[src/tcd_pkg.sv]
// Package with the request and result types, calendar constants and helpers.
`default_nettype none
package tcd_pkg;
    localparam int MAX_YEAR = 9999;
    localparam int YEAR_W = 17;
    localparam int FIRST_YEAR = 1970;
    localparam int YEARS_PER_CYCLE = 400;
    localparam logic [63:0] EPOCH_GAP_SECS = 64'd11644473600;
    localparam logic [63:0] TICKS_PER_SEC = 64'd10000000;
    localparam logic [63:0] EPOCH_GAP_TICKS = EPOCH_GAP_SECS * TICKS_PER_SEC;
    localparam logic [63:0] SECS_PER_MIN = 64'd60;
    localparam logic [63:0] SECS_PER_HOUR = 64'd3600;
    localparam logic [63:0] SECS_PER_DAY = 64'd86400;
    localparam logic [63:0] DAYS_PER_CYCLE = 64'd146097;

    typedef enum logic [1:0] {
        ST_OK     = 2'd0,
        ST_BEFORE = 2'd1,
        ST_BEYOND = 2'd2
    } t_status;

    typedef struct packed {
        logic        command;
        logic [63:0] timestamp;
    } t_req;

    typedef struct packed {
        logic [1:0]  status;
        logic [13:0] year;
        logic [3:0]  month;
        logic [4:0]  day;
        logic [4:0]  hour;
        logic [5:0]  minute;
        logic [5:0]  second;
    } t_res;

    typedef struct packed {
        logic        command;
        logic [63:0] timestamp;
    } t_job;

    // A span given in seconds, expressed in 100 ns ticks when ticks is set.
    function automatic logic [63:0] in_units(input logic [63:0] secs, input logic ticks);
        begin
            return ticks ? secs * TICKS_PER_SEC : secs;
        end
    endfunction

    function automatic logic [63:0] month_span(input logic [3:0] mo, input logic leap,
                                               input logic ticks);
        begin
            unique case (mo)
                4'd4, 4'd6, 4'd9, 4'd11: return in_units(SECS_PER_DAY * 64'd30, ticks);
                4'd2: return leap ? in_units(SECS_PER_DAY * 64'd29, ticks)
                                  : in_units(SECS_PER_DAY * 64'd28, ticks);
                default: return in_units(SECS_PER_DAY * 64'd31, ticks);
            endcase
        end
    endfunction
endpackage
`default_nettype wire

[src/tcd_front.sv]
// Front end: request intake and a two-entry queue toward the back end.
`default_nettype none
module tcd_front (
    input  wire logic          i_clk,
    input  wire logic          i_rst_n,
    input  wire logic          push,
    output logic               full,
    input  tcd_pkg::t_req      i_req,
    output logic               o_job_valid,
    input  wire logic          i_job_take,
    output tcd_pkg::t_job      o_job
);
    import tcd_pkg::*;

    t_job       r_mem [2];
    logic       r_wp, n_wp, r_rp, n_rp;
    logic [1:0] r_cnt, n_cnt;
    logic       w_push, w_take;

    assign full = (r_cnt == 2'd2);
    assign w_push = push && !full;
    assign o_job_valid = (r_cnt != 2'd0);
    assign w_take = i_job_take && o_job_valid;
    assign o_job = r_mem[r_rp];

    always_comb begin
        n_wp = r_wp ^ w_push;
        n_rp = r_rp ^ w_take;
        n_cnt = r_cnt + {1'b0, w_push} - {1'b0, w_take};
    end

    always_ff @(posedge i_clk) begin
        if (w_push) begin
            r_mem[r_wp] <= '{command: i_req.command, timestamp: i_req.timestamp};
        end
        if (!i_rst_n) begin
            r_wp <= 1'b0;
            r_rp <= 1'b0;
            r_cnt <= 2'd0;
        end else begin
            r_wp <= n_wp;
            r_rp <= n_rp;
            r_cnt <= n_cnt;
        end
    end

    a_cnt_max: assert property (@(posedge i_clk) disable iff (!i_rst_n) r_cnt != 2'd3)
        else $error("queue count overflow");
    a_full_no_grow: assert property (@(posedge i_clk) disable iff (!i_rst_n)
        full && !w_take |=> full) else $error("full queue lost an entry");
    a_empty_no_take: assert property (@(posedge i_clk) disable iff (!i_rst_n)
        (r_cnt == 2'd0) && !w_push |=> (r_cnt == 2'd0)) else $error("phantom entry");
endmodule
`default_nettype wire

[src/tcd_back.sv]
// Back end: epoch check, year, month, day and time walks, and the result register.
`default_nettype none
module tcd_back (
    input  wire logic          i_clk,
    input  wire logic          i_rst_n,
    input  wire logic          i_job_valid,
    output logic               o_job_take,
    input  tcd_pkg::t_job      i_job,
    output logic               empty,
    input  wire logic          pop,
    output tcd_pkg::t_res      o_res
);
    import tcd_pkg::*;

    typedef enum logic [8:0] {
        S_IDLE  = 9'b0_0000_0001,
        S_GAP   = 9'b0_0000_0010,
        S_YEAR  = 9'b0_0000_0100,
        S_MONTH = 9'b0_0000_1000,
        S_DAY   = 9'b0_0001_0000,
        S_HOUR  = 9'b0_0010_0000,
        S_MIN   = 9'b0_0100_0000,
        S_SEC   = 9'b0_1000_0000,
        S_DONE  = 9'b1_0000_0000
    } t_state;

    t_state                 r_st, n_st;
    logic                   r_ticks, n_ticks;
    logic [63:0]            r_rest, n_rest;
    logic [YEAR_W-1:0]      r_year, n_year;
    logic [1:0]             r_y4, n_y4;
    logic [6:0]             r_y100, n_y100;
    logic [8:0]             r_y400, n_y400;
    logic [3:0]             r_mo, n_mo;
    logic [4:0]             r_day, n_day;
    logic [4:0]             r_hr, n_hr;
    logic [5:0]             r_mn, n_mn;
    logic [5:0]             r_sec, n_sec;
    t_status                r_status, n_status;
    logic                   r_full, n_full;
    t_res                   r_res, n_res;
    logic                   w_leap, w_pop;
    logic [63:0]            w_cspan, w_yspan, w_mspan, w_dspan, w_hspan, w_nspan;

    assign empty = !r_full;
    assign o_res = r_res;
    assign w_pop = pop && r_full;
    assign o_job_take = (r_st == S_IDLE) && i_job_valid;
    assign w_leap = ((r_y4 == 2'd0) && (r_y100 != 7'd0)) || (r_y400 == 9'd0);
    assign w_cspan = in_units(SECS_PER_DAY * DAYS_PER_CYCLE, r_ticks);
    assign w_yspan = w_leap ? in_units(SECS_PER_DAY * 64'd366, r_ticks)
                            : in_units(SECS_PER_DAY * 64'd365, r_ticks);
    assign w_mspan = month_span(r_mo, w_leap, r_ticks);
    assign w_dspan = in_units(SECS_PER_DAY, r_ticks);
    assign w_hspan = in_units(SECS_PER_HOUR, r_ticks);
    assign w_nspan = in_units(SECS_PER_MIN, r_ticks);

    always_comb begin
        n_st = r_st; n_ticks = r_ticks; n_rest = r_rest; n_year = r_year;
        n_y4 = r_y4; n_y100 = r_y100; n_y400 = r_y400; n_mo = r_mo; n_day = r_day;
        n_hr = r_hr; n_mn = r_mn; n_sec = r_sec; n_status = r_status; n_res = r_res;
        n_full = r_full && !w_pop;
        unique case (r_st)
            S_IDLE: begin
                if (i_job_valid) begin
                    n_ticks = i_job.command;
                    n_rest = i_job.timestamp;
                    n_year = YEAR_W'(FIRST_YEAR);
                    n_y4 = 2'(FIRST_YEAR % 4);
                    n_y100 = 7'(FIRST_YEAR % 100);
                    n_y400 = 9'(FIRST_YEAR % 400);
                    n_mo = 4'd1;
                    n_day = '0;
                    n_hr = '0;
                    n_mn = '0;
                    n_sec = '0;
                    n_status = ST_OK;
                    n_st = i_job.command ? S_GAP : S_YEAR;
                end
            end
            S_GAP: begin
                if (r_rest < EPOCH_GAP_TICKS) begin
                    n_status = ST_BEFORE;
                    n_st = S_DONE;
                end else begin
                    n_rest = r_rest - EPOCH_GAP_TICKS;
                    n_st = S_YEAR;
                end
            end
            S_YEAR: begin
                if (r_year > YEAR_W'(MAX_YEAR)) begin
                    n_status = ST_BEYOND;
                    n_st = S_DONE;
                end else if ((r_year <= YEAR_W'(MAX_YEAR - (YEARS_PER_CYCLE - 1)))
                             && (r_rest >= w_cspan)) begin
                    // Any 400 consecutive years hold the same number of days.
                    n_rest = r_rest - w_cspan;
                    n_year = r_year + YEAR_W'(YEARS_PER_CYCLE);
                end else if (r_rest < w_yspan) begin
                    n_st = S_MONTH;
                end else begin
                    n_rest = r_rest - w_yspan;
                    n_year = r_year + YEAR_W'(1);
                    n_y4 = r_y4 + 2'd1;
                    n_y100 = (r_y100 == 7'd99) ? 7'd0 : r_y100 + 7'd1;
                    n_y400 = (r_y400 == 9'd399) ? 9'd0 : r_y400 + 9'd1;
                end
            end
            S_MONTH: begin
                if (r_mo < 4'd12 && r_rest >= w_mspan) begin
                    n_rest = r_rest - w_mspan;
                    n_mo = r_mo + 4'd1;
                end else begin
                    n_st = S_DAY;
                end
            end
            S_DAY: begin
                if (r_rest >= w_dspan) begin
                    n_rest = r_rest - w_dspan;
                    n_day = r_day + 5'd1;
                end else begin
                    n_st = S_HOUR;
                end
            end
            S_HOUR: begin
                if (r_rest >= w_hspan) begin
                    n_rest = r_rest - w_hspan;
                    n_hr = r_hr + 5'd1;
                end else begin
                    n_st = S_MIN;
                end
            end
            S_MIN: begin
                if (r_rest >= w_nspan) begin
                    n_rest = r_rest - w_nspan;
                    n_mn = r_mn + 6'd1;
                end else begin
                    n_st = S_SEC;
                end
            end
            S_SEC: begin
                if (r_ticks && r_rest >= TICKS_PER_SEC) begin
                    n_rest = r_rest - TICKS_PER_SEC;
                    n_sec = r_sec + 6'd1;
                end else begin
                    if (!r_ticks) begin
                        n_sec = r_rest[5:0];
                    end
                    n_st = S_DONE;
                end
            end
            S_DONE: begin
                if (!r_full || w_pop) begin
                    n_res = '0;
                    n_res.status = r_status;
                    if (r_status == ST_OK) begin
                        n_res.year = r_year[13:0];
                        n_res.month = r_mo;
                        n_res.day = r_day + 5'd1;
                        n_res.hour = r_hr;
                        n_res.minute = r_mn;
                        n_res.second = r_sec;
                    end
                    n_full = 1'b1;
                    n_st = S_IDLE;
                end
            end
            default: n_st = S_IDLE;
        endcase
    end

    always_ff @(posedge i_clk) begin
        r_ticks <= n_ticks; r_rest <= n_rest; r_year <= n_year;
        r_y4 <= n_y4; r_y100 <= n_y100; r_y400 <= n_y400; r_mo <= n_mo; r_day <= n_day;
        r_hr <= n_hr; r_mn <= n_mn; r_sec <= n_sec; r_status <= n_status; r_res <= n_res;
        if (!i_rst_n) begin
            r_st <= S_IDLE;
            r_full <= 1'b0;
        end else begin
            r_st <= n_st;
            r_full <= n_full;
        end
    end

    a_onehot: assert property (@(posedge i_clk) disable iff (!i_rst_n) $onehot(r_st))
        else $error("state not one-hot");
    a_take_idle: assert property (@(posedge i_clk) disable iff (!i_rst_n)
        o_job_take |=> (r_st == S_GAP) || (r_st == S_YEAR)) else $error("bad start");
    a_no_overwrite: assert property (@(posedge i_clk) disable iff (!i_rst_n)
        r_full && !w_pop |=> r_full && $stable(r_res)) else $error("result overwritten");
    a_err_zero: assert property (@(posedge i_clk) disable iff (!i_rst_n)
        r_full && (r_res.status != ST_OK) |-> (r_res.year == '0) && (r_res.month == '0))
        else $error("error result carries a date");
endmodule
`default_nettype wire

[src/timestamp_to_calendar_date.sv]
// Top level of the timestamp to calendar date converter.
// Channel | Direction | Handshake    | Payload
// request | in        | push / full  | i_req (command, timestamp)
// result  | out       | pop / empty  | o_res (status, date, time of day)
// A request passes through intake, an epoch check for command 1, a walk over 400-year
// blocks and single years past 1970, then month, day, hour and minute walks, a seconds
// walk for command 1, and the posting of the result.
// Reset is synchronous and empties both the request queue and the result register.
// A waiting result stalls only the back end; the front keeps queuing two requests.
`default_nettype none
module timestamp_to_calendar_date (
    input  wire logic          i_clk,
    input  wire logic          i_rst_n,
    input  wire logic          push,
    output logic               full,
    input  tcd_pkg::t_req      i_req,
    output logic               empty,
    input  wire logic          pop,
    output tcd_pkg::t_res      o_res
);
    import tcd_pkg::*;

    logic w_job_valid, w_job_take;
    t_job w_job;

    tcd_front u_front (
        .i_clk, .i_rst_n, .push, .full, .i_req,
        .o_job_valid(w_job_valid), .i_job_take(w_job_take), .o_job(w_job)
    );

    tcd_back u_back (
        .i_clk, .i_rst_n, .i_job_valid(w_job_valid), .o_job_take(w_job_take),
        .i_job(w_job), .empty, .pop, .o_res
    );
endmodule
`default_nettype wire

[config.mk]
export PLATFORM = sky130hd
export DESIGN_NAME = timestamp_to_calendar_date
export DESIGN_NICKNAME = d
export VERILOG_FILES = /design/src/tcd_pkg.sv /design/src/tcd_front.sv /design/src/tcd_back.sv /design/src/timestamp_to_calendar_date.sv
export SDC_FILE = /design/constraint.sdc
export NUM_CORES = 1
export LEC_CHECK = 0
export BUFFER_PORTS_ARGS = -buffer_cell sky130_fd_sc_hd__buf_2
export CAP_MARGIN = 20
export CORE_MARGIN = 2
export CORE_UTILIZATION = 40
export CTS_CLUSTER_SIZE = 20
export DETAILED_ROUTE_END_ITERATION = 10
export PLACE_DENSITY = 0.54
export SYNTH_ARGS = -nofsm -noshare
export SYNTH_HDL_FRONTEND = slang
export SYNTH_SLANG_ARGS = --single-unit
[constraint.sdc]
create_clock -name i_clk -period 7.7 [get_ports i_clk]
set_clock_uncertainty 0.1 [all_clocks]
set_input_delay 1.54 -clock i_clk [delete_from_list [all_inputs] [get_ports i_clk]]
set_output_delay 1.54 -clock i_clk [all_outputs]
set_load 0.005 [all_outputs]
==> reports/metrics.cfg, run 1 <==
[outcome]
status = complete, no violations

[synth]
synth_top_area_cell = edfxtp_1
synth_edf_count = 300
synth-seq-cells = 315
seq_area_frac_synth_pct = 30.1
synth_common_cells = 384 x nor2_1, 340 x nand2_1, 307 x a21oi_1
netlist_instances = 3820
ys_warn_count = 0
ys.flop_type = edfxtp_1
synth.top_cell.area_share_pct = 29.1
yosysMostFrequentCell = nor2_1
syn_nets = 4035
async_flop_share_pct = 0
ys_types = 98
synth_area_leaders = edfxtp_1 29%, ha_1 5.7%, a21oi_1 5.0%, nor2_1 4.7%, nand2_1 4.1%
synth_area_um2 = 30900
syn_area_per_cell_um2 = 8.09

[floorplanning]
die-area_um2 = 79500
core_um2 = 76200
io_pins = 113
start_util_pct = 40.6
die_width_um = 282
die_h_um = 282
rows = 101

[critical_path]
worstSetupEndpointType = register
critical_path_class = register to register
path_max_fanout = 49
timing.rr.start = u_back.r_y100[2]$_SDFFCE_PN1P_
cp.arrival_ps = 6800
crit_required_ps = 7890
start_kind = register
crit_start = u_back.r_y100[2]$_SDFFCE_PN1P_

[route]
postRouteAntennaNets = 0
viasPerCell = 6.68
via_count = 32555
wl_um = 142000
drt_iter0_markers = 4591
drcViolationCount = 0
dr.pass1.iters = 7
avgRoutedWirePerCell_um = 29.1

[clock_tree]
cts_buffers = 39
tritoncts = yes
post_cts_buffers = 0
clock_path_buffers = 3
clkTransAtPathRegs_ps = 60
root_buffer = clkbuf_16
worstSkewPairLatency_ps = 600
hold_buffers = 0
cts_resized = 0
htree_levels = 2
clock_sinks = 315

[global_route]
grt_first_pass_wirelength_um = 205000
grt_start_max_net_pins = 83
grt-ovfl-total = 0
antenna_found_initial = 1
grt_usage_pct = 34.9
grt_pass1_vias = 30454

[cells_and_area]
area_growth_pct = 10.2
fin_nets = 4028
drive_gt1_share_pct = 10.1

[place]
place_congestion = 1.03
portBuffers = 112
dp_hpwl_um = 104000

[timing]
worst_pin_slew_ps = 1240
min_period_ps = 6610
final_max_slew_viol_count = 0
fin_setup_tns_ps = 0
timing.final.crit_share_pct = 85.8
grt_setup_unrepaired = no
max_slew_margin_pct = 17.0
final_hold_viol_count = 0
setup_viol = 0
max_freq_mhz = 151

[flow_run]
cap_violations = 0

[power_and_ir_drop]
pwr_density_cell_nw_per_um2 = 529
irDropWorstVdd_v = 0.000342
p_leak_nw = 12.0
total_power_mw = 18.0

[hold_path]
hp-class = register to register
min_from = u_back.r_y4[0]$_SDFFCE_PN0P_

==> layout make-up <==
class | count | area (um^2)
well taps | 1030 | 1290
diodes | 1 | 2.50
flip-flops and latches | 315 | 9310
repair buffers | 234 | 1520
inverters | 96 | 360
multi-input cells | 3127 | 20300
clock inverters | 22 | 287
fillers | 7715 | 42100
clock buffers | 45 | 1010
==> metal layers <==
layer / wire length (um) / part of all wire (%) / vias up / GRT usage [%]
li1: - / - / 14442 / -
met1: 58100 / 41 / 15592 / 47.2
met2: 59000 / 42 / 2056 / 51.6
met3: 17200 / 12 / 463 / 9.85
met4: 7220 / 5.1 / 2 / 15.2
met5: 8 / 0.0057 / - / 0
==> flip-flops by register name, indices dropped and copies added (netlist names), 4 cells and up, named ones only <==
name	cells
u_back.o_res	42
u_back.r_day	5
u_back.r_hr	5
u_back.r_mn	6
u_back.r_mo	4
u_back.r_rest	64
u_back.r_sec	6
u_back.r_st	9
u_back.r_y100	7
u_back.r_y400	9
u_back.r_year	17
u_front.r_mem	130
==> through the flow <==
step	setup WS, ps	utilization (%)	instances	hold slack, ps	instance area, um^2
final	1090	44.7	4870	457	34100
after CTS	1350	44.7	4868	452	34000
after detailed placement	1320	43.0	4801	443	32700
after global routing	711	44.7	4869	495	34100
after floorplan	15.8	-	3820	349	30900
after global placement	1450	42.9	4799	443	32700
==> worst max-delay path, stage by stage, from the launching register on <==
cell       delay [ps]
edfxtp_1          480
nor3_1            280
nand3_1           130
nand2_1            80
nand2_1           310
inv_1             200
ha_1              340
inv_1             240
ha_1              290
or2_1             230
o21bai_1          200
a2111oi_2         460
a2111oi_0         200
buf_4             190
a221oi_2          410
nor4b_2           580
nand3_1           480
nor3_1            250
or3b_1            290
a21o_1            180
a31oi_4            50
buf_12            260
==> power breakdown <==
part           switching [mW]  internal, mW  total, mW
Sequential              0.594          2.56       3.16
Clock                   0.776          1.14       1.92
Combinational            8.78          4.17       13.0
Total                    10.2          7.88       18.0
==> path summary, 6_finish.rpt <==
path	to	slack, ps	cells after the start
max	u_back.r_rest[51]$_DFFE_PP_	1090	21
min	u_back.r_y4[0]$_SDFFCE_PN0P_	460	1
max reg2reg	u_back.r_rest[51]$_DFFE_PP_	1090	21
min reg2reg	u_back.r_y4[0]$_SDFFCE_PN0P_	460	1
==> cell families (layout without fill, tap and decap cells) <==
| group | after synthesis | count (layout) | synth area share (%) |
|---|---|---|---|
| other cells | 0 | 1 | 0 |
| mux | 82 | 82 | 2.68 |
| flops | 315 | 315 | 30.1 |
| compound gates | 1225 | 1225 | 26.5 |
| simple gates | 1432 | 1432 | 23.2 |
| buf+inv | 378 | 397 | 4.65 |
| xor+xnor | 242 | 242 | 6.86 |
| fa+ha+maj | 146 | 146 | 6.01 |
==> layout by cell type, fill, tap and decap left out, types with 20 or more instances in the layout <==
cell,count
nand3_1,113
or3_1,38
inv_1,90
nor3_1,128
xnor2_1,143
o221ai_1,35
and3_1,29
ha_1,140
nand2b_1,40
buf_2,113
nor4_1,54
o211ai_1,62
nor2_1,382
xor2_1,99
a21o_1,59
a211o_1,23
o22ai_1,28
clkbuf_16,39
nand4b_1,20
and2_1,59
a221oi_1,32
o31ai_1,25
a22oi_1,30
nor2b_1,43
buf_4,117
nand4_1,44
o21a_1,38
nand2_1,339
mux2i_1,77
a211oi_1,87
edfxtp_1,300
a21oi_1,307
o21ai_0,224
a31oi_1,44
or2_2,23
Note: power is estimated with default switching activity, not from simulation.
==> inputs of run 2 (changes only) <==
BUFFER_PORTS_ARGS = not set   (was -buffer_cell sky130_fd_sc_hd__buf_2)
DONT_BUFFER_PORTS = 1   (was not set)
PLACE_DENSITY = 0.5   (was 0.54)
clock period = 8 ns   (was 7.7 ns; I/O delays follow)
==> run 2 against run 1 <==
Net effect:
- fmax fell by 4.3%
- register-to-register slack about the same
- final cell count decreased by 2.2%
- sequential power shrank 7.0%
==> reports/metrics.cfg, run 2 (synthesized netlist as in run 1, its figures left out) <==
[timing]
worst_pin_slew_ps = 1370  ; +137 ps
final_hold_viol_count = 0  ; unchanged
max_slew_margin_pct = 6.04  ; -11 points
max_freq_mhz = 145  ; -4.3%
timing.final.crit_share_pct = 86.3  ; +0.48 points
fin_setup_tns_ps = 0  ; unchanged
final_max_slew_viol_count = 0  ; unchanged
min_period_ps = 6910  ; +296 ps
holdWs_ps = 461  ; +3.81 ps
grt_setup_unrepaired = no
setup_viol = 0  ; unchanged

[clock_tree]
clkTransAtPathRegs_ps = 60  ; about the same
worstSkewPairLatency_ps = 600  ; about the same
tritoncts = yes
clock_sinks = 315  ; unchanged
hold_buffers = 0  ; unchanged
root_buffer = clkbuf_16
post_cts_buffers = 0  ; unchanged
cts_buffers = 38  ; -2.6%
htree_levels = 2  ; unchanged
clock_path_buffers = 3  ; unchanged
cts_resized = 0  ; unchanged

[global_route]
antenna_found_initial = 5  ; +4
grt-ovfl-total = 0  ; unchanged
grt_first_pass_wirelength_um = 218000  ; +6.4%
grt_pass1_vias = 31042  ; +1.9%
grt_usage_pct = 37.6  ; +2.7 points
grt_start_max_net_pins = 73  ; -12%

[floorplanning]
die_width_um = 282  ; unchanged
io_pins = 113  ; unchanged
start_util_pct = 40.6  ; unchanged
die_h_um = 282  ; unchanged
core_um2 = 76200  ; unchanged
rows = 101  ; unchanged
die-area_um2 = 79500  ; unchanged

[power_and_ir_drop]
p_leak_nw = 11.5  ; -4.0%
pwr_density_cell_nw_per_um2 = 526  ; -0.64%
irDropWorstVdd_v = 0.000226  ; -34%

[critical_path]
cp.arrival_ps = 7100  ; +300 ps
path_max_fanout = 17  ; -65%
worstSetupEndpointType = register
crit_start = u_back.r_mo[1]$_SDFFCE_PN0P_
critical_path_class = register to register
crit_required_ps = 8190  ; +300 ps
timing.rr.start = u_back.r_mo[1]$_SDFFCE_PN0P_
start_kind = register
reg2reg_to = u_back.r_rest[59]$_DFFE_PP_
rrSetupSlack_ps = 1090  ; about the same
rr_worst_depth = 18  ; -14%
cp-endpoint = u_back.r_rest[59]$_DFFE_PP_

[cells_and_area]
final_cell_mix = 381 x nor2_1, 339 x nand2_1, 307 x a21oi_1, 300 x edfxtp_1, 224 x o21ai_0
area_growth_pct = 8.21
largest_reg_flops = 130  ; unchanged
fin_nets = 3919  ; -2.7%
final_common_cell = nor2_1
drive_gt1_share_pct = 7.34  ; -2.7 points
top_register = u_front.r_mem

[hold_path]
hp-class = register to register

[route]
viasPerCell = 6.92  ; +3.5%
dr.pass1.iters = 8  ; +1
drcViolationCount = 0  ; unchanged
avgRoutedWirePerCell_um = 32.0  ; +10%
postRouteAntennaNets = 0  ; unchanged
via_count = 32967  ; +1.3%
drt_iter0_markers = 5049  ; +10%
wl_um = 152000  ; +7.6%

[place]
place_congestion = 1.06  ; +3.0%
portBuffers = 0  ; -100%
dp_hpwl_um = 113000  ; +8.2%

[outcome]
status = complete, no violations

[flow_run]
cap_violations = 0  ; unchanged

run 2: cell count changes in the layout (fill, tap and decap cells not counted), moves of 2 or more:
cell	previous run	this run
inv_6	4	1
clkinvlp_4	2	6
clkinv_8	0	2
bufinv_16	6	1
buf_2	113	3
buf_12	2	4
clkinv_1	3	8
clkbuf_1	5	8
run 2: area by class of cell:
class	instances	area, um^2
antenna	1	2.50
clock buffer	46	981
clock inverter	24	211
fill	7724	42800
inverter	96	362
multi-input combinational	3127	20300
sequential	315	9310
tap	1030	1290
timing repair buffer	126	997
run 2: layer usage:
layer / vias up / part of all wire (%) / track usage, %
met5: - / 0.011 / 0
li1: 14232 / - / -
met4: 4 / 5.1 / 15.1
met1: 15911 / 41 / 50.6
met3: 494 / 14 / 13.0
met2: 2326 / 41 / 54.7
run 2: worst min path at each step:
| stage | startpoint | cells past startpoint | slack (ps) | to |
|---|---|---|---|---|
| 2_1_floorplan | u_back.r_status[1]$_DFFE_PP_ | 0 | 350 | u_back.o_res[41]$_DFFE_PP_ |
| 3_3_place_gp | u_back.r_full$_SDFF_PN0_ | 2 | 430 | u_back.r_full$_SDFF_PN0_ |
| 3_5_place_dp | u_back.r_y4[0]$_SDFFCE_PN0P_ | 1 | 450 | u_back.r_y4[0]$_SDFFCE_PN0P_ |
| 4_1_cts | u_back.r_y4[0]$_SDFFCE_PN0P_ | 1 | 460 | u_back.r_y4[0]$_SDFFCE_PN0P_ |
| 5_1_grt | u_back.r_y4[0]$_SDFFCE_PN0P_ | 1 | 480 | u_back.r_y4[0]$_SDFFCE_PN0P_ |
| 6_report | u_back.r_full$_SDFF_PN0_ | 2 | 460 | u_back.r_full$_SDFF_PN0_ |
run 2: stage by stage:
| stage | util [%] | setup slack, ps | std cells | cell area, um^2 | power, mW |
|---|---|---|---|---|---|
| after floorplan | - | 316 | 3820 | 30900 | 10.9 |
| after global placement | 42.2 | 1230 | 4686 | 32200 | 15.3 |
| after detailed placement | 42.3 | 1370 | 4691 | 32200 | 15.3 |
| after CTS | 43.8 | 1320 | 4761 | 33400 | 17.0 |
| after global routing | 43.9 | 787 | 4764 | 33400 | 18.4 |
| final | 43.9 | 1090 | 4765 | 33400 | 17.6 |
run 2: worst max-delay path, stage by stage, from the launching register on:
cell	delay [ps]
edfxtp_1	440
inv_1	160
ha_1	170
o21ai_0	100
o21ai_1	880
nor2_1	340
a21oi_1	400
ha_1	310
nand2_1	110
nor3b_1	420
nand3_1	190
or3_1	420
o21ai_1	400
nor2_1	220
o21ai_0	230
or3b_1	440
a21o_1	220
a31oi_4	740
buf_12	280
run 2: power by group:
group | switching (mW) | leakage (nW) | internal [mW]
Clock | 0.754 | 0.557 | 0.922
Sequential | 0.475 | 2.90 | 2.47
Combinational | 8.92 | 8.05 | 4.06
Total | 10.1 | 11.5 | 7.44
